**src/rtl/hcls_pkg.sv**
```systemverilog
`timescale 1ns / 1ps
// shared types, widths and constants of the rgb565 hsl color classifier
// no dependencies

package hcls_pkg;

  localparam int PIX_W        = 16;
  localparam int CH_W         = 8;
  localparam int SUM_W        = CH_W + 1;
  localparam int HSL_W        = 8;
  localparam int NUM_W        = 16;
  localparam int DEN_W        = SUM_W;
  localparam int QUO_W        = HSL_W;
  localparam int DIV_BITS     = 2;
  localparam int DIV_STAGES   = QUO_W / DIV_BITS;
  localparam int FRONT_STAGES = 2;
  localparam int PIPE_DEPTH   = FRONT_STAGES + DIV_STAGES + 1;
  localparam int CFG_IDX_W    = 3;
  localparam int CFG_W        = 16;

  localparam logic [HSL_W-1:0] HSL_MAX    = 8'd240;
  localparam logic [HSL_W-1:0] L_HALF     = 8'd120;
  localparam logic [HSL_W-1:0] HUE_STEP   = 8'd40;
  localparam logic [HSL_W-1:0] HUE_BASE_G = 8'd80;
  localparam logic [HSL_W-1:0] HUE_BASE_B = 8'd160;
  localparam logic [SUM_W-1:0] SUM_MAX    = 9'd510;

  // lightness = sum * 120 / 255 = (sum * 8) / 17, reciprocal is ceil(2^17 / 17)
  localparam int               L_SHIFT    = 17;
  localparam logic [12:0]      L_RECIP    = 13'd7711;

  typedef enum logic [1:0] {
    SEC_RED,
    SEC_GREEN,
    SEC_BLUE
  } sector_t;

  typedef enum logic [1:0] {
    LABEL_NONE   = 2'd0,
    LABEL_RED    = 2'd1,
    LABEL_YELLOW = 2'd2
  } label_t;

  typedef struct packed {
    logic [7:0] hi;
    logic [7:0] lo;
  } bounds_t;

  typedef struct packed {
    bounds_t hue;
    bounds_t sat;
    bounds_t light;
  } window_t;

  typedef struct packed {
    logic             rej;
    sector_t          sector;
    logic             neg;
    logic [HSL_W-1:0] light;
  } side_t;

endpackage

```
**src/rtl/hcls_front.sv**
```systemverilog
`timescale 1ns / 1ps
// front end: byte swap, rgb expansion, min/max, lightness and divider operands
// two register stages, uses hcls_pkg

module hcls_front
  import hcls_pkg::*;
(
  input  logic                        clk,
  input  logic [FRONT_STAGES-1:0]     en,
  input  logic                        swap,
  input  logic [PIX_W-1:0]            pixel,
  output side_t                       side,
  output logic [NUM_W-1:0]            hue_num,
  output logic [DEN_W-1:0]            hue_den,
  output logic [NUM_W-1:0]            sat_num,
  output logic [DEN_W-1:0]            sat_den
);

  logic [PIX_W-1:0] px;
  logic [CH_W-1:0]  r, g, b;
  logic [CH_W-1:0]  maxv, minv, pos, negv;
  sector_t          sec;

  logic             rej_r;
  sector_t          sec_r;
  logic             neg_r;
  logic [CH_W-1:0]  mag_r;
  logic [CH_W-1:0]  diff_r;
  logic [SUM_W-1:0] sum_r;

  logic [24:0]      l_prod;
  logic [HSL_W-1:0] light;
  logic [DEN_W-1:0] sden;

  function automatic logic [7:0] px_lo(input logic [PIX_W-1:0] p);
    return p[7:0];
  endfunction

  // stage 1: decode and sector
  always_comb begin
    px = swap ? {px_lo(pixel), pixel[PIX_W-1:8]} : pixel;
    r  = {px[15:11], px[15:13]};
    g  = {px[10:5], px[10:9]};
    b  = {px[4:0], px[4:2]};
    if (r >= g && r >= b) begin
      sec  = SEC_RED;
      maxv = r;
      minv = (g < b) ? g : b;
      pos  = g;
      negv = b;
    end else if (g >= b) begin
      sec  = SEC_GREEN;
      maxv = g;
      minv = (r < b) ? r : b;
      pos  = b;
      negv = r;
    end else begin
      sec  = SEC_BLUE;
      maxv = b;
      minv = (r < g) ? r : g;
      pos  = r;
      negv = g;
    end
  end

  always_ff @(posedge clk) begin
    if (en[0]) begin
      rej_r  <= (b >= r) && (b >= g);
      sec_r  <= sec;
      neg_r  <= pos < negv;
      mag_r  <= (pos < negv) ? (negv - pos) : (pos - negv);
      diff_r <= maxv - minv;
      sum_r  <= {1'b0, maxv} + {1'b0, minv};
    end
  end

  // stage 2: lightness, saturation denominator, scaled numerators
  always_comb begin
    l_prod = 25'({sum_r, 3'b000}) * 25'(L_RECIP);
    light  = l_prod[L_SHIFT +: HSL_W];
    sden   = (light <= L_HALF) ? sum_r : (SUM_MAX - sum_r);
  end

  always_ff @(posedge clk) begin
    if (en[1]) begin
      side.rej    <= rej_r;
      side.sector <= sec_r;
      side.neg    <= neg_r;
      side.light  <= light;
      hue_num     <= NUM_W'(mag_r) * NUM_W'(HUE_STEP);
      hue_den     <= DEN_W'(diff_r);
      sat_num     <= NUM_W'(diff_r) * NUM_W'(HSL_MAX);
      sat_den     <= sden;
    end
  end

endmodule

```
**src/rtl/hcls_div.sv**
```systemverilog
`timescale 1ns / 1ps
// pipelined restoring divider, DIV_BITS quotient bits per stage
// quotient assumed below 2^QUO_W, uses hcls_pkg

module hcls_div
  import hcls_pkg::*;
(
  input  logic                  clk,
  input  logic [DIV_STAGES-1:0] en,
  input  logic [NUM_W-1:0]      num,
  input  logic [DEN_W-1:0]      den,
  output logic [QUO_W-1:0]      quo
);

  localparam int WIDE_W = NUM_W + QUO_W;

  logic [NUM_W-1:0] rem_r   [DIV_STAGES];
  logic [DEN_W-1:0] den_r   [DIV_STAGES];
  logic [QUO_W-1:0] quo_r   [DIV_STAGES];
  logic [NUM_W-1:0] rem_in  [DIV_STAGES];
  logic [DEN_W-1:0] den_in  [DIV_STAGES];
  logic [QUO_W-1:0] quo_in  [DIV_STAGES];
  logic [NUM_W-1:0] rem_nxt [DIV_STAGES];
  logic [QUO_W-1:0] quo_nxt [DIV_STAGES];

  always_comb begin
    rem_in[0] = num;
    den_in[0] = den;
    quo_in[0] = '0;
    for (int k = 1; k < DIV_STAGES; k++) begin
      rem_in[k] = rem_r[k-1];
      den_in[k] = den_r[k-1];
      quo_in[k] = quo_r[k-1];
    end
  end

  always_comb begin
    logic [NUM_W-1:0]  rem_cur;
    logic [QUO_W-1:0]  quo_cur;
    logic [WIDE_W-1:0] shifted;
    for (int k = 0; k < DIV_STAGES; k++) begin
      rem_cur = rem_in[k];
      quo_cur = quo_in[k];
      for (int j = 0; j < DIV_BITS; j++) begin
        shifted = WIDE_W'(den_in[k]) << (QUO_W - 1 - k * DIV_BITS - j);
        if (WIDE_W'(rem_cur) >= shifted) begin
          rem_cur = rem_cur - shifted[NUM_W-1:0];
          quo_cur = {quo_cur[QUO_W-2:0], 1'b1};
        end else begin
          quo_cur = {quo_cur[QUO_W-2:0], 1'b0};
        end
      end
      rem_nxt[k] = rem_cur;
      quo_nxt[k] = quo_cur;
    end
  end

  always_ff @(posedge clk) begin
    for (int k = 0; k < DIV_STAGES; k++) begin
      if (en[k]) begin
        rem_r[k] <= rem_nxt[k];
        den_r[k] <= den_in[k];
        quo_r[k] <= quo_nxt[k];
      end
    end
  end

  assign quo = quo_r[DIV_STAGES-1];

endmodule

```
**src/rtl/hcls_class.sv**
```systemverilog
`timescale 1ns / 1ps
// hue assembly and window tests, registered label and reject flag
// uses hcls_pkg

module hcls_class
  import hcls_pkg::*;
(
  input  logic             clk,
  input  logic             en,
  input  side_t            side,
  input  logic [QUO_W-1:0] hue_quo,
  input  logic [QUO_W-1:0] sat_quo,
  input  window_t          red_win,
  input  window_t          yel_win,
  output logic [1:0]       label,
  output logic             fast_rejected
);

  logic [HSL_W-1:0] hue;
  label_t           label_nxt;

  function automatic logic in_window(input logic [HSL_W-1:0] v, input bounds_t bnd,
                                     input logic may_wrap);
    if (bnd.hi >= bnd.lo) begin
      return (v >= bnd.lo) && (v <= bnd.hi);
    end
    return may_wrap && ((v >= bnd.lo) || (v <= bnd.hi));
  endfunction

  function automatic logic win_match(input logic [HSL_W-1:0] h, input logic [HSL_W-1:0] s,
                                     input logic [HSL_W-1:0] l, input window_t w);
    return in_window(h, w.hue, 1'b1) && in_window(s, w.sat, 1'b0) &&
           in_window(l, w.light, 1'b0);
  endfunction

  always_comb begin
    case (side.sector)
      // negative hue in the red sector wraps, a zero quotient stays zero
      SEC_RED: begin
        hue = (side.neg && hue_quo != '0) ? (HSL_MAX - hue_quo) : hue_quo;
      end
      SEC_GREEN: begin
        hue = side.neg ? (HUE_BASE_G - hue_quo) : (HUE_BASE_G + hue_quo);
      end
      SEC_BLUE: begin
        hue = side.neg ? (HUE_BASE_B - hue_quo) : (HUE_BASE_B + hue_quo);
      end
      default: begin
        hue = '0;
      end
    endcase

    if (side.rej) begin
      label_nxt = LABEL_NONE;
    end else if (win_match(hue, sat_quo, side.light, red_win)) begin
      label_nxt = LABEL_RED;
    end else if (win_match(hue, sat_quo, side.light, yel_win)) begin
      label_nxt = LABEL_YELLOW;
    end else begin
      label_nxt = LABEL_NONE;
    end
  end

  always_ff @(posedge clk) begin
    if (en) begin
      label         <= label_nxt;
      fast_rejected <= side.rej;
    end
  end

endmodule

```
**src/rtl/rgb565_hsl_color_classifier_top.sv**
```systemverilog
`timescale 1ns / 1ps
// top level of the rgb565 hsl color classifier: config registers, pipeline control
// instantiates hcls_front, hcls_div (hue and saturation) and hcls_class, uses hcls_pkg

// Classifies one RGB565 pixel per clock as none, red or yellow, while out_stall is
// low. The pipeline is seven register stages deep: two front stages (decode,
// min/max, lightness), four divider stages that resolve two quotient bits each for
// the hue and saturation divisions, and one stage for the window tests and the
// output register. out_stall holds only the stages that are full behind it, so
// bubbles are squeezed out before in_stall rises. Configuration writes are always
// accepted and should be made while no pixel is in flight.

module rgb565_hsl_color_classifier_top
  import hcls_pkg::*;
(
  input  logic                 clk,
  input  logic                 rst_n,
  input  logic                 in_valid,
  output logic                 in_stall,
  input  logic [PIX_W-1:0]     in_pixel,
  output logic                 out_valid,
  input  logic                 out_stall,
  output logic [1:0]           out_label,
  output logic                 out_fast_rejected,
  input  logic                 cfg_valid,
  output logic                 cfg_ready,
  input  logic [CFG_IDX_W-1:0] cfg_index,
  input  logic [CFG_W-1:0]     cfg_data
);

  localparam logic [CFG_IDX_W-1:0] CFG_SWAP      = 3'd0;
  localparam logic [CFG_IDX_W-1:0] CFG_RED_HUE   = 3'd1;
  localparam logic [CFG_IDX_W-1:0] CFG_RED_SAT   = 3'd2;
  localparam logic [CFG_IDX_W-1:0] CFG_RED_LIGHT = 3'd3;
  localparam logic [CFG_IDX_W-1:0] CFG_YEL_HUE   = 3'd4;
  localparam logic [CFG_IDX_W-1:0] CFG_YEL_SAT   = 3'd5;
  localparam logic [CFG_IDX_W-1:0] CFG_YEL_LIGHT = 3'd6;

  localparam window_t RED_WIN_RST = '{hue: 16'h0FE6, sat: 16'hF014, light: 16'hF041};
  localparam window_t YEL_WIN_RST = '{hue: 16'h2A12, sat: 16'hF050, light: 16'hF046};

  logic                  swap_r;
  window_t               red_win_r;
  window_t               yel_win_r;

  logic [PIPE_DEPTH-1:0] v_r, v_nxt, en, v_src;
  logic [PIPE_DEPTH:0]   rdy;

  side_t                 front_side;
  logic [NUM_W-1:0]      hue_num, sat_num;
  logic [DEN_W-1:0]      hue_den, sat_den;
  logic [QUO_W-1:0]      hue_quo, sat_quo;
  side_t                 side_r [DIV_STAGES];

  // configuration registers
  assign cfg_ready = 1'b1;

  always_ff @(posedge clk) begin
    if (!rst_n) begin
      swap_r    <= 1'b0;
      red_win_r <= RED_WIN_RST;
      yel_win_r <= YEL_WIN_RST;
    end else if (cfg_valid && cfg_ready) begin
      case (cfg_index)
        CFG_SWAP:      swap_r          <= cfg_data[0];
        CFG_RED_HUE:   red_win_r.hue   <= cfg_data;
        CFG_RED_SAT:   red_win_r.sat   <= cfg_data;
        CFG_RED_LIGHT: red_win_r.light <= cfg_data;
        CFG_YEL_HUE:   yel_win_r.hue   <= cfg_data;
        CFG_YEL_SAT:   yel_win_r.sat   <= cfg_data;
        CFG_YEL_LIGHT: yel_win_r.light <= cfg_data;
        default: begin
        end
      endcase
    end
  end

  // stage valids and load enables, a stage loads when empty or moving on
  always_comb begin
    rdy[PIPE_DEPTH] = !out_stall;
    for (int k = PIPE_DEPTH - 1; k >= 0; k--) begin
      rdy[k] = !v_r[k] || rdy[k+1];
    end
    en    = rdy[PIPE_DEPTH-1:0];
    v_src = {v_r[PIPE_DEPTH-2:0], in_valid};
    v_nxt = (en & v_src) | (~en & v_r);
  end

  always_ff @(posedge clk) begin
    if (!rst_n) begin
      v_r <= '0;
    end else begin
      v_r <= v_nxt;
    end
  end

  assign in_stall  = !rdy[0];
  assign out_valid = v_r[PIPE_DEPTH-1];

  hcls_front u_front (
    .clk     (clk),
    .en      (en[FRONT_STAGES-1:0]),
    .swap    (swap_r),
    .pixel   (in_pixel),
    .side    (front_side),
    .hue_num (hue_num),
    .hue_den (hue_den),
    .sat_num (sat_num),
    .sat_den (sat_den)
  );

  hcls_div u_hue_div (
    .clk (clk),
    .en  (en[FRONT_STAGES +: DIV_STAGES]),
    .num (hue_num),
    .den (hue_den),
    .quo (hue_quo)
  );

  hcls_div u_sat_div (
    .clk (clk),
    .en  (en[FRONT_STAGES +: DIV_STAGES]),
    .num (sat_num),
    .den (sat_den),
    .quo (sat_quo)
  );

  // sideband travels alongside the divider stages
  always_ff @(posedge clk) begin
    if (en[FRONT_STAGES]) begin
      side_r[0] <= front_side;
    end
    for (int k = 1; k < DIV_STAGES; k++) begin
      if (en[FRONT_STAGES + k]) begin
        side_r[k] <= side_r[k-1];
      end
    end
  end

  hcls_class u_class (
    .clk           (clk),
    .en            (en[PIPE_DEPTH-1]),
    .side          (side_r[DIV_STAGES-1]),
    .hue_quo       (hue_quo),
    .sat_quo       (sat_quo),
    .red_win       (red_win_r),
    .yel_win       (yel_win_r),
    .label         (out_label),
    .fast_rejected (out_fast_rejected)
  );

  a_rej_none: assert property (@(posedge clk) disable iff (!rst_n)
    out_valid && out_fast_rejected |-> out_label == LABEL_NONE)
    else $error("fast rejected pixel carries a color label");

  a_no_false_stall: assert property (@(posedge clk) disable iff (!rst_n)
    !out_stall |-> !in_stall)
    else $error("input stalled while output side is free");

  a_full_stall: assert property (@(posedge clk) disable iff (!rst_n)
    (&v_r) && out_stall |-> in_stall)
    else $error("input taken while pipeline is full and stalled");

  a_reset_empty: assert property (@(posedge clk)
    !rst_n |=> v_r == '0)
    else $error("pipeline not empty after reset");

endmodule
```
**config.mk**
```make
export PLATFORM = sky130hd
export DESIGN_NAME = rgb565_hsl_color_classifier_top
export DESIGN_NICKNAME = d
export VERILOG_FILES = /design/src/rtl/hcls_pkg.sv /design/src/rtl/hcls_front.sv /design/src/rtl/hcls_div.sv /design/src/rtl/hcls_class.sv /design/src/rtl/rgb565_hsl_color_classifier_top.sv
export SDC_FILE = /design/constraint.sdc
export NUM_CORES = 1
export LEC_CHECK = 0
export BUFFER_PORTS_ARGS = -buffer_cell sky130_fd_sc_hd__buf_2
export CORE_MARGIN = 5
export CORE_UTILIZATION = 60
export DETAILED_ROUTE_END_ITERATION = 8
export GPL_TIMING_DRIVEN = 0
export PLACE_DENSITY = 0.86
export REMOVE_ABC_BUFFERS = 1
export SLEW_MARGIN = 20
export SYNTH_ARGS = -nofsm -noshare
export SYNTH_HDL_FRONTEND = slang
export SYNTH_SLANG_ARGS = --single-unit
export TNS_END_PERCENT = 5
```
**constraint.sdc**
```tcl
create_clock -name clk -period 9.6 [get_ports clk]
set_input_delay 0.48 -clock clk [delete_from_list [all_inputs] [get_ports clk]]
set_output_delay 0.48 -clock clk [all_outputs]
set_load 0.01 [all_outputs]
```
# Word-level counts from Yosys, hierarchy flattened

Memory sizes are Yosys's and may differ from the RTL's.
Index checks and enable logic that the tools add are counted.

Memories kept: 7
Bits in latches: 0
Output and inout port bits: 6
Input port bits: 40
Bits in read-only memories: 0
Flip-flop bits (word level): 188
Bits in writable memories: 312
Word-level logic and storage cells: 262

Shifts and indexed selects: 0
Multiply operators: 3
Div/mod/pow operators: 0
$add $sub $neg: 26
Bitwise operators: 4
Reduce and logical (&&, ||, !) cells: 42
Magnitude comparators: 44
Multiplexer cells: 97
Equality and inequality tests: 8

Memories:

| name            | words | bits a word | rd ports | clocked after memory_dff | wr ports | line                                  | text |
|---|---|---|---|---|---|---|---|
| u_hue_div.rem_r | 4     | 16          | 3        | 0                        | 4        | hcls_div.sv:17                        | `logic [NUM_W-1:0] rem_r [DIV_STAGES];` |
| u_sat_div.rem_r | 4     | 16          | 3        | 0                        | 4        | hcls_div.sv:17                        |  |
| side_r          | 4     | 12          | 4        | 0                        | 4        | rgb565_hsl_color_classifier_top.sv:53 | `side_t side_r [DIV_STAGES];` |
| u_hue_div.den_r | 4     | 9           | 3        | 0                        | 4        | hcls_div.sv:18                        | `logic [DEN_W-1:0] den_r [DIV_STAGES];` |
| u_sat_div.den_r | 4     | 9           | 3        | 0                        | 4        | hcls_div.sv:18                        |  |
| u_hue_div.quo_r | 4     | 8           | 4        | 0                        | 4        | hcls_div.sv:19                        | `logic [QUO_W-1:0] quo_r [DIV_STAGES];` |
| +1 memories     | n/a   | n/a         | n/a      | n/a                      | n/a      | n/a                                   |  |

Operators by type and width:

| operator                                                              | number |
|---|---|
| 16-bit 2-to-1 mux                                                     | 17 |
| 8-bit >= comparator                                                   | 17 |
| 8-bit 2-to-1 mux                                                      | 15 |
| 1-bit 2-to-1 mux                                                      | 61 |
| 16-bit by 14-bit >= comparator with 1-bit output                      | 3 |
| 8-bit less-or-equal comparator                                        | 6 |
| 16-bit by 14-bit subtractor with 16-bit output                        | 3 |
| 16-bit by 10-bit >= comparator with 1-bit output                      | 2 |
| 16-bit by 11-bit >= comparator with 1-bit output                      | 2 |
| 16-bit by 12-bit >= comparator with 1-bit output                      | 2 |
| 16-bit by 13-bit >= comparator with 1-bit output                      | 2 |
| 16-bit by 9-bit >= comparator with 1-bit output                       | 2 |
| 8-bit less-than comparator                                            | 4 |
| 16-bit by 10-bit subtractor with 16-bit output                        | 2 |
| 16-bit by 11-bit subtractor with 16-bit output                        | 2 |
| 16-bit by 12-bit subtractor with 16-bit output                        | 2 |
| 16-bit by 13-bit subtractor with 16-bit output                        | 2 |
| 16-bit by 9-bit subtractor with 16-bit output                         | 2 |
| 8-bit case mux with 3 select lines                                    | 1 |
| 8-bit subtractor                                                      | 3 |
| 9-bit by 13-bit multiplier with 22-bit output (second input constant) | 1 |
| 16-bit by 15-bit >= comparator with 1-bit output                      | 1 |
| 16-bit >= comparator                                                  | 1 |
| 14-bit by 15-bit subtractor with 16-bit output                        | 1 |
| 30 further kinds                                                      | 70 |

# Logic depth before layout (Yosys ltp)

Gate-level depths: netlist of the first run.
An unclocked memory read counts as a cell.

Word-level depth: 21
Gate-level depth with buffers: 27

# Modules after synthesis

Synthesis of the first run repeated with hierarchy kept, for this count alone.

Cell total of the unflattened synthesis: 3187
Area total of the unflattened synthesis: 31915.6 um^2

Modules (own cells, without submodules):

| module                          | cells each | area an instance (um^2) | seq. area each (um^2) | instances |
|---|---|---|---|---|
| hcls_front                      | 767        | 8007.7                  | 2342.2                | 1 |
| hcls_div (u_sat_div)            | 688        | 7230.7                  | 2852.7                | 1 |
| hcls_div (u_hue_div)            | 687        | 7161.9                  | 2852.7                | 1 |
| rgb565_hsl_color_classifier_top | 516        | 5422.7                  | 3523.4                | 1 |
| hcls_class                      | 529        | 4092.7                  | 90.1                  | 1 |

# Worst setup path after synthesis of the first run

No wires, ideal clock.

Path kind: register -> register
Start point: register swap_r
End point: register u_front.mag_r[3] (data pin)
Arrival time: 5.916 ns
Setup slack: 3.421 ns
Buffers on the path: 5
Stages on the path, launching flop included: 26
Setup time: 0.264 ns
Cells stage by stage: dfxtp_1 -> clkbuf_1 -> buf_1 -> mux2i_1 -> ha_1 -> nor2b_1 -> o21a_1 -> o21a_1 -> o21a_1 -> o21a_1 -> o32ai_1 -> clkbuf_1 -> clkbuf_1 -> o211ai_1 -> nor2b_1 -> ha_1 -> fa_1 -> nor2b_1 -> o21ai_0 -> a21oi_1 -> o21ai_1 -> a211oi_2 -> clkbuf_1 -> inv_1 -> a221oi_1 -> xnor2_1

Word-level cells in the longest chain between the ends: 6
Elaborated cells between the ends (all ways): 13
Classes of those cells: add/sub: 2; order compare: 4; mux: 6; reduce/logical: 1

RTL lines:

| element                                                        | line                                  | text |
|---|---|---|
| start, declared                                                | rgb565_hsl_color_classifier_top.sv:42 | `logic swap_r;` |
| start signal, assigned                                         | rgb565_hsl_color_classifier_top.sv:65 | `CFG_SWAP: swap_r <= cfg_data[0];` |
| 16-bit 2-to-1 mux *                                            | hcls_front.sv:41                      | `px = swap ? {px_lo(pixel), pixel[PIX_W-1:8]} : pixel;` |
| 8-bit >= comparator, on equally long branches                  | hcls_front.sv:51, hcls_front.sv:45    |  |
| 8-bit 2-to-1 mux or 1-bit logical AND (tied branches)          | hcls_front.sv:51, hcls_front.sv:45    |  |
| 8-bit 2-to-1 mux                                               | hcls_front.sv:45                      | `if (r >= g && r >= b) begin` |
| 8-bit subtractor or 8-bit less-than comparator (tied branches) | hcls_front.sv:71                      | `mag_r <= (pos < negv) ? (negv - pos) : (pos - negv);` |
| 8-bit 2-to-1 mux *                                             | hcls_front.sv:71                      |  |
| end signal, assigned                                           | hcls_front.sv:71                      |  |
| end, declared                                                  | hcls_front.sv:27                      | `logic [CH_W-1:0] mag_r;` |

Every way passes the cells marked *; elsewhere a longest branch is shown, timed or not.
A chain may end at the register's enable or synchronous reset.

# Worst setup path in the final report of the first run

Start point: register swap_r
End point: register u_front.mag_r[5] (data pin)

The elaborated chain is that of the path after synthesis.

==> implementation parameters, run 1 <==
Parameter                              Value

Run status
  Run status ... finished clean

Floorplan
  Total Die Area ... roughly 0.055 mm^2
  I/O pin count ... 46
  Initial standard-cell utilization of the core ... 0.602
  FP Rows ... 82
  Core outline area ... approximately 0.05 mm^2
  Die Wd ... 234 um
  Vert. Die Dim ... 234 um

Place
  Placement Setup Slack ... 2360 ps
  Post-placement cell count ... 3734
  Total of buffers placed on input and output ports ... 44
  Placed wire-length estimate ... 50.6 mm
  Final weighted congestion in routability-driven placement ... 0.969

Hold path
  Path category of the worst min-delay check ... in -> reg
  Hold Crit Start ... in_valid

Drt
  Remaining design rule violation count ... 0
  Number of vias per cell after detailed routing ... approximately 6
  DRT iter0 DRCs ... 1690
  Antenna Nets Post-Route ... 0
  Total vias in the final route ... 22699
  TritonRoute pass-1 iters ... 6
  Final wirelength ... 65.7 mm
  Routed len/inst ... 17.3 um

Yosys
  Area share of the largest cell type after synthesis ... 0.294
  Syn Std Cell Area ... ~0.03 mm^2
  Cell type contributing the most total cell area after synthesis ... edfxtp_1
  Prevailing post-synth register cell ... edfxtp_1
  Library cell with the highest instance count after synthesis ... ha_1
  Ys async rst share ... 0
  Netlist cell types ... 100
  Count of state elements after synthesis ... between 300 and 400
  Leading cell types by count after synthesis ... ha_1, inv_1, nand2_1
  Portion of the post-synthesis area used by sequential elements ... 0.363
  Post-synth EDFFs ... 294
  Cell count after synthesis ... 3077
  Warning count from the yosys run ... 0
  Top post-synthesis cells by area ... edfxtp_1, ha_1, dfxtp_1
  Syn avg cell area ... 9.76 um^2

CTS
  Number of instances resized during post-cts repair ... 0
  TritonCTS clock tree ... done
  Number of post-CTS setup repair buffers ... 0
  Number of buffers added to fix hold violations after cts ... 0
  Number of CTS-inserted buffers ... 42
  Clock transition at the registers of the reported paths ... around 60 ps
  Buffers from clock root to sink, at most ... 3
  Skew-Pair Late Insertion Delay ... approximately 570 ps
  CTS HTree Levels ... 2
  Clock root buffer master ... clkbuf_16
  Clk sinks ... 398

Finish
  Layout net count ... 3618
  Count of inserted antenna diode cells ... 0
  Post-Layout Cell Count ... 3808
  Signed area change from the synthesized netlist to the final layout ... 7.93%
  Share of final-layout standard cells stronger than drive strength 1 ... 0.0717
  Layout fillers ... approximately 3800

Setup path
  Element type at the critical path end ... register
  Worst Setup Start Kind ... register
  Critical path startpoint ... swap_r$_SDFFE_PN0P_
  Data arrival at the endpoint of the critical path ... around 7900 ps
  Req. time, crit path ... 9900 ps
  Setup Crit Path Kind ... reg -> reg
  Critical Path Fanout Max ... 30
  RR Startpoint ... swap_r$_SDFFE_PN0P_

GRT
  Global-route wire length before repair ... roughly 110 mm
  Total routing resource utilization after global routing ... 0.239
  Maximum number of pins on one net before global-route repair ... 65
  Overall overflow remaining after global route ... 0
  Number of global-route vias before repair ... 23246
  Number of antenna violations at the first check in global routing ... 0

STA
  Final hold violations ... 0
  Max Slew Vio Count ... 0
  Slew at the pin closest to its max-slew limit ... 1100 ps
  Smallest setup slack after layout ... 2030 ps
  Endpoints failing setup ... 0
  Fin Hold WS ... 119 ps
  Timing-limited maximum frequency ... 132 MHz
  Worst max-slew margin expressed relative to the limit ... 0.264
  RSZ-0062 raised after global routing ... no
  Share of the clock period used by the worst path ... 0.788
  Worst-case clock skew ... between 20 and 25 ps
  Clock period minus final worst setup slack ... 7570 ps

Job
  Max capacitance violation total ... 0
layout make-up:
cell class	count	area (um^2)	area share
Inverter	331	1250	0.0386
Sequential cell	398	10900	0.337
Clock inverter	20	211	0.00653
Clock buffer	53	1150	0.0356
Tap cell	672	841	0.0259
Multi-Input combinational cell	2280	17700	0.545
Timing Repair Buffer	54	382	0.0118
worst max-delay path, cell delays in order (launching register included):
cell      delay, ps
dfxtp_1        1040
mux2i_1         780
inv_1           260
ha_1            370
nor2b_1         130
o21ai_0          90
nand2b_1         90
a21oi_1          80
o21ai_1         520
o32ai_4         340
buf_8           260
a21boi_0        150
a21o_1          250
ha_1            230
fa_1            420
nor2b_1         140
o21ai_0         110
a21oi_1         200
o21ai_1          90
a211oi_2        870
o21bai_1        220
nand2_1         110
a211oi_1        380
xnor2_1         110
final timing paths:
path	endpoint	slack [ps]	depth (start not counted)
setup reg to reg	u_front.mag_r[5]$_DFFE_PN_	2030	23
setup / recovery	u_front.mag_r[5]$_DFFE_PN_	2030	23
hold / removal	register	120	2
hold reg to reg	u_sat_div.quo_r[2][2]$_DFFE_PP_	410	0
stage by stage:
stage / area (um^2) / utilization / TNS, ps
detailed placement: 31000 / 0.622 / 0
global placement: 30800 / 0.618 / -18000
floorplan: 29700 / - / 0
global route: 32400 / 0.650 / 0
CTS: 32400 / 0.650 / 0
finish: 32400 / 0.650 / 0
registers in the layout, summed over array words and instances, names as in the netlist, named ones only:
register,cells
u_sat_div.rem_r,36
swap_r,1
u_front.hue_den,7
u_front.sec_r,2
u_hue_div.rem_r,40
u_hue_div.quo_r,20
u_front.hue_num,11
u_front.mag_r,8
yel_win_r,48
u_sat_div.den_r,26
u_front.sat_den,9
red_win_r,48
u_class.fast_rejected,1
u_front.neg_r,1
u_front.diff_r,7
u_front.sum_r,9
u_front.rej_r,1
u_hue_div.den_r,22
u_class.label,2
u_sat_div.quo_r,20
u_front.side,12
u_front.sat_num,11
side_r,48
logic make-up (layout without fill, tap and decap cells):
group                      after synthesis  after routing  synth area share
DFF                                    398            398             0.363
muxes                                   89             89            0.0325
buffers and inverters                  399            458            0.0509
adders and majority gates              473            473             0.212
other                                    2              2          0.000250
AOI/OAI and AO/OA                      775            775             0.173
and+or+nand+nor                        811            811             0.130
xor gates and xnor gates               130            130            0.0379
routing by layer:
metal  GRT usage  share of wire  up-vias
met2       0.441           0.51      687
met5           0              0        -
li1            -              -    11077
met4      0.0863          0.034        0
met3      0.0312          0.047      179
met1       0.284           0.41    10756
layout by cell type, fill, tap and decap left out, types with 18 or more instances in the layout:
master,instances
and3_1,23
inv_1,325
o211ai_1,60
o21bai_1,23
o21a_1,49
xor2_1,40
fa_1,59
or3_1,18
mux2_2,47
ha_1,412
a21oi_1,168
nand4_1,25
and2_1,19
mux2i_1,36
nor2_1,160
a211oi_1,20
a21o_1,88
nor2b_1,63
a21boi_0,70
o21ai_0,145
buf_2,43
nand3_1,41
clkbuf_16,43
nand2_1,298
xnor2_1,90
edfxtp_1,294
dfxtp_1,104
nor3_1,45
nand2b_1,48
Power of run 1 is not shown: default switching activity piles up to over one toggle a cycle in this logic, so the estimate is an artifact.
==> inputs of run 2 (changes only) <==
Settings changed: ABC_AREA set to 1.
Clock period 9.6 ns to 7.9 ns, I/O delays scaled along.
==> run 2 against run 1 <==
  * Count of clock-buffer cells in the layout shrank 3
  * Flip-flop and latch count is the same
  * Via count grew 12%
  * Clock skew grew 5.9 ps
  * Global-route usage grew 0.056 points
  * Final area grew 3.4%
  * First-iteration DRC count shrank 2.8%
  * Critical endpoint is now u_front.mag_r[7]$_DFFE_PN_
  * Register-to-register slack lost 560 ps
  * Non-clock buffer count shrank 7
  * Wire length grew 4.3%
==> implementation parameters, run 2 <==
Parameter                              Value

Run status
  Run status ... finished clean (unchanged)

STA
  Worst-case clock skew ... 29.3 ps (was 23.4 ps)
  Share of the clock period used by the worst path ... 0.814 (was 0.788)
  Clock period minus final worst setup slack ... 6430 ps (was 7570 ps)
  Slew at the pin closest to its max-slew limit ... 1110 ps (was 1100 ps)
  Endpoints failing setup ... 0 (unchanged)
  Final hold violations ... 0 (unchanged)
  Max Slew Vio Count ... 0 (unchanged)
  Timing-limited maximum frequency ... 156 MHz (was 132 MHz)
  Fin Hold WS ... 78.0 ps (was 119 ps)
  Smallest setup slack after layout ... 1470 ps (was 2030 ps)
  Worst max-slew margin expressed relative to the limit ... 0.254 (was 0.264)
  Final TNS setup ... 0 ps (unchanged)
  RSZ-0062 raised after global routing ... no (unchanged)

CTS
  Number of instances resized during post-cts repair ... 0 (unchanged)
  Number of post-CTS setup repair buffers ... 0 (unchanged)
  Buffers from clock root to sink, at most ... 3 (unchanged)
  TritonCTS clock tree ... done (unchanged)
  CTS HTree Levels ... 2 (unchanged)
  Clock root buffer master ... clkbuf_16 (unchanged)
  Skew-Pair Late Insertion Delay ... 600 ps (was 570 ps)
  Number of buffers added to fix hold violations after cts ... 0 (unchanged)
  Number of CTS-inserted buffers ... 43 (was 42)
  Clock transition at the registers of the reported paths ... 60 ps (about the same)
  Clk sinks ... 398 (unchanged)

Setup path
  Element type at the critical path end ... register (unchanged)
  Family with the most delay on the worst path ... compound AO/OA/AOI/OAI gates (unchanged)
  Critical Path Fanout Max ... 34 (was 30)
  Data arrival at the endpoint of the critical path ... 6760 ps (was 7870 ps)
  Path depth of the worst reg2reg path ... 24 (was 23)
  CP max-delay cell ... o21ai_0 (was dfxtp_1)
  Worst r2r dst ... u_front.mag_r[7]$_DFFE_PN_ (was u_front.mag_r[5]$_DFFE_PN_)
  R2R Setup Slk ... 1470 ps (was 2030 ps)
  Setup Crit Path Kind ... reg -> reg (unchanged)
  Worst stage delay on the critical path ... 840 ps (was 1040 ps)
  Sequence of cells on the critical path ... o21ai_0, inv_1, ha_1, a21oi_1, nor2_1, a211oi_1, nand2_1, nor2_4, inv_1, nand2_1, nand2_1, a21oi_1, ha_1, fa_1, inv_1, nand2_1, nand2_1, a21oi_1, o21bai_1, a21oi_1, inv_1, nand2_1, nand2_1, xor2_1 (was mux2i_1, inv_1, ha_1, nor2b_1, o21ai_0, nand2b_1, a21oi_1, o21ai_1, o32ai_4, buf_8, a21boi_0, a21o_1, ha_1, fa_1, nor2b_1, o21ai_0, a21oi_1, o21ai_1, a211oi_2, o21bai_1, nand2_1, a211oi_1, xnor2_1)
  Worst Setup Start Kind ... register (unchanged)
  Sum of buffers and inverters on the critical path ... 4 (was 2)
  Critical path's most frequent cell ... nand2_1
  Req. time, crit path ... 8230 ps (was 9900 ps)
  RR Startpoint ... swap_r$_SDFFE_PN0P_ (unchanged)

Yosys
  Post-synth EDFFs ... 294 (unchanged)
  Library cell with the highest instance count after synthesis ... nand2_1 (was ha_1)
  Warning count from the yosys run ... 0 (unchanged)
  Netlist cell types ... 64 (was 100)
  Prevailing post-synth register cell ... edfxtp_1 (unchanged)
  Cell type contributing the most total cell area after synthesis ... edfxtp_1 (unchanged)
  Ys async rst share ... 0 (unchanged)
  Syn Std Cell Area ... 0.0312 mm^2 (was 0.0300 mm^2)
  Top post-synthesis cells by area ... edfxtp_1, ha_1, nand2_1 (was edfxtp_1, ha_1, dfxtp_1)
  Portion of the post-synthesis area used by sequential elements ... 0.350 (was 0.363)
  Syn avg cell area ... 8.22 um^2 (was 9.76 um^2)
  Count of state elements after synthesis ... 398 (unchanged)
  Area share of the largest cell type after synthesis ... 0.283 (was 0.294)
  Cell count after synthesis ... 3793 (was 3077)
  Leading cell types by count after synthesis ... nand2_1, inv_1, ha_1 (was ha_1, inv_1, nand2_1)

Finish
  Commonest cells after routing, fill and taps aside ... nand2_1, inv_1, ha_1, a21oi_1, edfxtp_1 (was ha_1, inv_1, nand2_1, edfxtp_1, a21oi_1)
  Signed area change from the synthesized netlist to the final layout ... 7.46% (was 7.93%)
  Leading registers by flop count ... red_win_r (48), side_r (48), yel_win_r (48) (unchanged)
  Final design instance area without fill ... 0.0335 mm^2 (was 0.0324 mm^2)
  Share of final-layout standard cells stronger than drive strength 1 ... 0.0640 (was 0.0717)
  Layout net count ... 4334 (was 3618)
  Most common cell after layout, fill and taps aside ... nand2_1 (was ha_1)

Floorplan
  Vert. Die Dim ... 238 um (was 234 um)
  Die Wd ... 238 um (was 234 um)
  Initial standard-cell utilization of the core ... 0.607 (was 0.602)
  Core outline area ... 0.0514 mm^2 (was 0.0499 mm^2)
  I/O pin count ... 46 (unchanged)
  FP Rows ... 83 (was 82)
  Total Die Area ... 0.0567 mm^2 (was 0.0546 mm^2)

Drt
  Remaining design rule violation count ... 0 (unchanged)
  Number of vias per cell after detailed routing ... 5.59 (was 5.96)
  DRT iter0 DRCs ... 1642 (was 1690)
  TritonRoute pass-1 iters ... 6 (unchanged)
  Antenna Nets Post-Route ... 0 (unchanged)
  Total vias in the final route ... 25353 (was 22699)
  Routed len/inst ... 15.1 um (was 17.3 um)
  Final wirelength ... 68.5 mm (was 65.7 mm)

Place
  Final weighted congestion in routability-driven placement ... 0.943 (was 0.969)
  Instance area at placement ... 0.0320 mm^2 (was 0.0310 mm^2)
  Placement Setup Slack ... 878 ps (was 2360 ps)
  Placed wire-length estimate ... 52.5 mm (was 50.6 mm)
  Total of buffers placed on input and output ports ... 44 (unchanged)

Job
  Max capacitance violation total ... 0 (unchanged)

GRT
  Global-route wire length before repair ... 115 mm (was 109 mm)
  Number of global-route vias before repair ... 24689 (was 23246)
  Total routing resource utilization after global routing ... 0.239 (about the same)
  Maximum number of pins on one net before global-route repair ... 93 (was 65)
  Overall overflow remaining after global route ... 0 (unchanged)
  Number of antenna violations at the first check in global routing ... 2 (was 0)

Hold path
  Hold-critical path depth ... 3 (was 2)
  Path category of the worst min-delay check ... in -> reg (unchanged)
  Hold Crit Start ... in_valid (unchanged)
run 2: cell count changes in the layout (fill, tap and decap cells not counted), moves of 36 or more:
cell | before | now
a21boi_0 | 70 | 4
a21o_1 | 88 | 12
a21oi_1 | 168 | 309
inv_1 | 325 | 585
mux2_2 | 47 | 1
nand2_1 | 298 | 793
nand2b_1 | 48 | 0
nand3_1 | 41 | 153
nor2_1 | 160 | 246
nor2b_1 | 63 | 0
o21a_1 | 49 | 11
o21ai_0 | 145 | 233
xnor2_1 | 90 | 54
xor2_1 | 40 | 84
run 2: worst max path at each step:
stage | start | to | slack, ps | cells past startpoint
2_1_floorplan | out_stall | u_front.diff_r[1]$_DFFE_PN_ | 200 | 13
3_3_place_gp | out_stall | u_front.mag_r[7]$_DFFE_PN_ | -2170 | 14
3_5_place_dp | swap_r$_SDFFE_PN0P_ | u_front.mag_r[7]$_DFFE_PN_ | 880 | 24
4_1_cts | swap_r$_SDFFE_PN0P_ | u_front.mag_r[7]$_DFFE_PN_ | 840 | 24
5_1_grt | swap_r$_SDFFE_PN0P_ | u_front.mag_r[3]$_DFFE_PN_ | 880 | 24
6_report | swap_r$_SDFFE_PN0P_ | u_front.mag_r[7]$_DFFE_PN_ | 1470 | 24
run 2: metal layers:
layer	wire, um	track usage	up-vias
li1	-	-	12785
met1	28700	0.300	11660
met2	33200	0.421	727
met3	3950	0.0303	179
met4	2660	0.0983	2
met5	7	0	-
run 2: worst register-to-register path: cells and delay by family, from the launching register on:
kind                       cells  cell delay (ps)
xor gates and xnor gates       1              140
adders and majority gates      3              810
AOI/OAI and AO/OA              7             2310
buffers and inverters          4              900
DFF                            1              500
and+or+nand+nor                9             1490
run 2: area by class of cell:
cell class                 instances  area [um^2]
fill                            4014        17900
multi-input combinational       2726        17700
sequential                       398        10900
inverter                         607         2280
clock buffer                      50         1120
tap                              680          851
clock inverter                    29          357
timing repair buffer              47          290
antenna                            1         2.50
run 2: cell families (layout without fill, tap and decap cells):
logic type | after synthesis | in the layout | synth area share
flip-flops | 398 | 398 | 0.350
XOR/XNOR | 138 | 138 | 0.0387
AO/OA/AOI/OAI | 731 | 731 | 0.133
AND/OR/NAND/NOR | 1382 | 1382 | 0.191
adder cells (fa/ha/maj) | 471 | 471 | 0.203
other | 2 | 3 | 0.000241
buffers and inverters | 669 | 733 | 0.0833
multiplexers | 2 | 2 | 0.000682
run 2: stage by stage:
stage,instances,utilization
after floorplan,3731,-
after global placement,4455,0.621
after detailed placement,4458,0.623
after CTS,4537,0.652
after global routing,4537,0.652
final,4538,0.652
Power of run 2 is left out for the same reason.
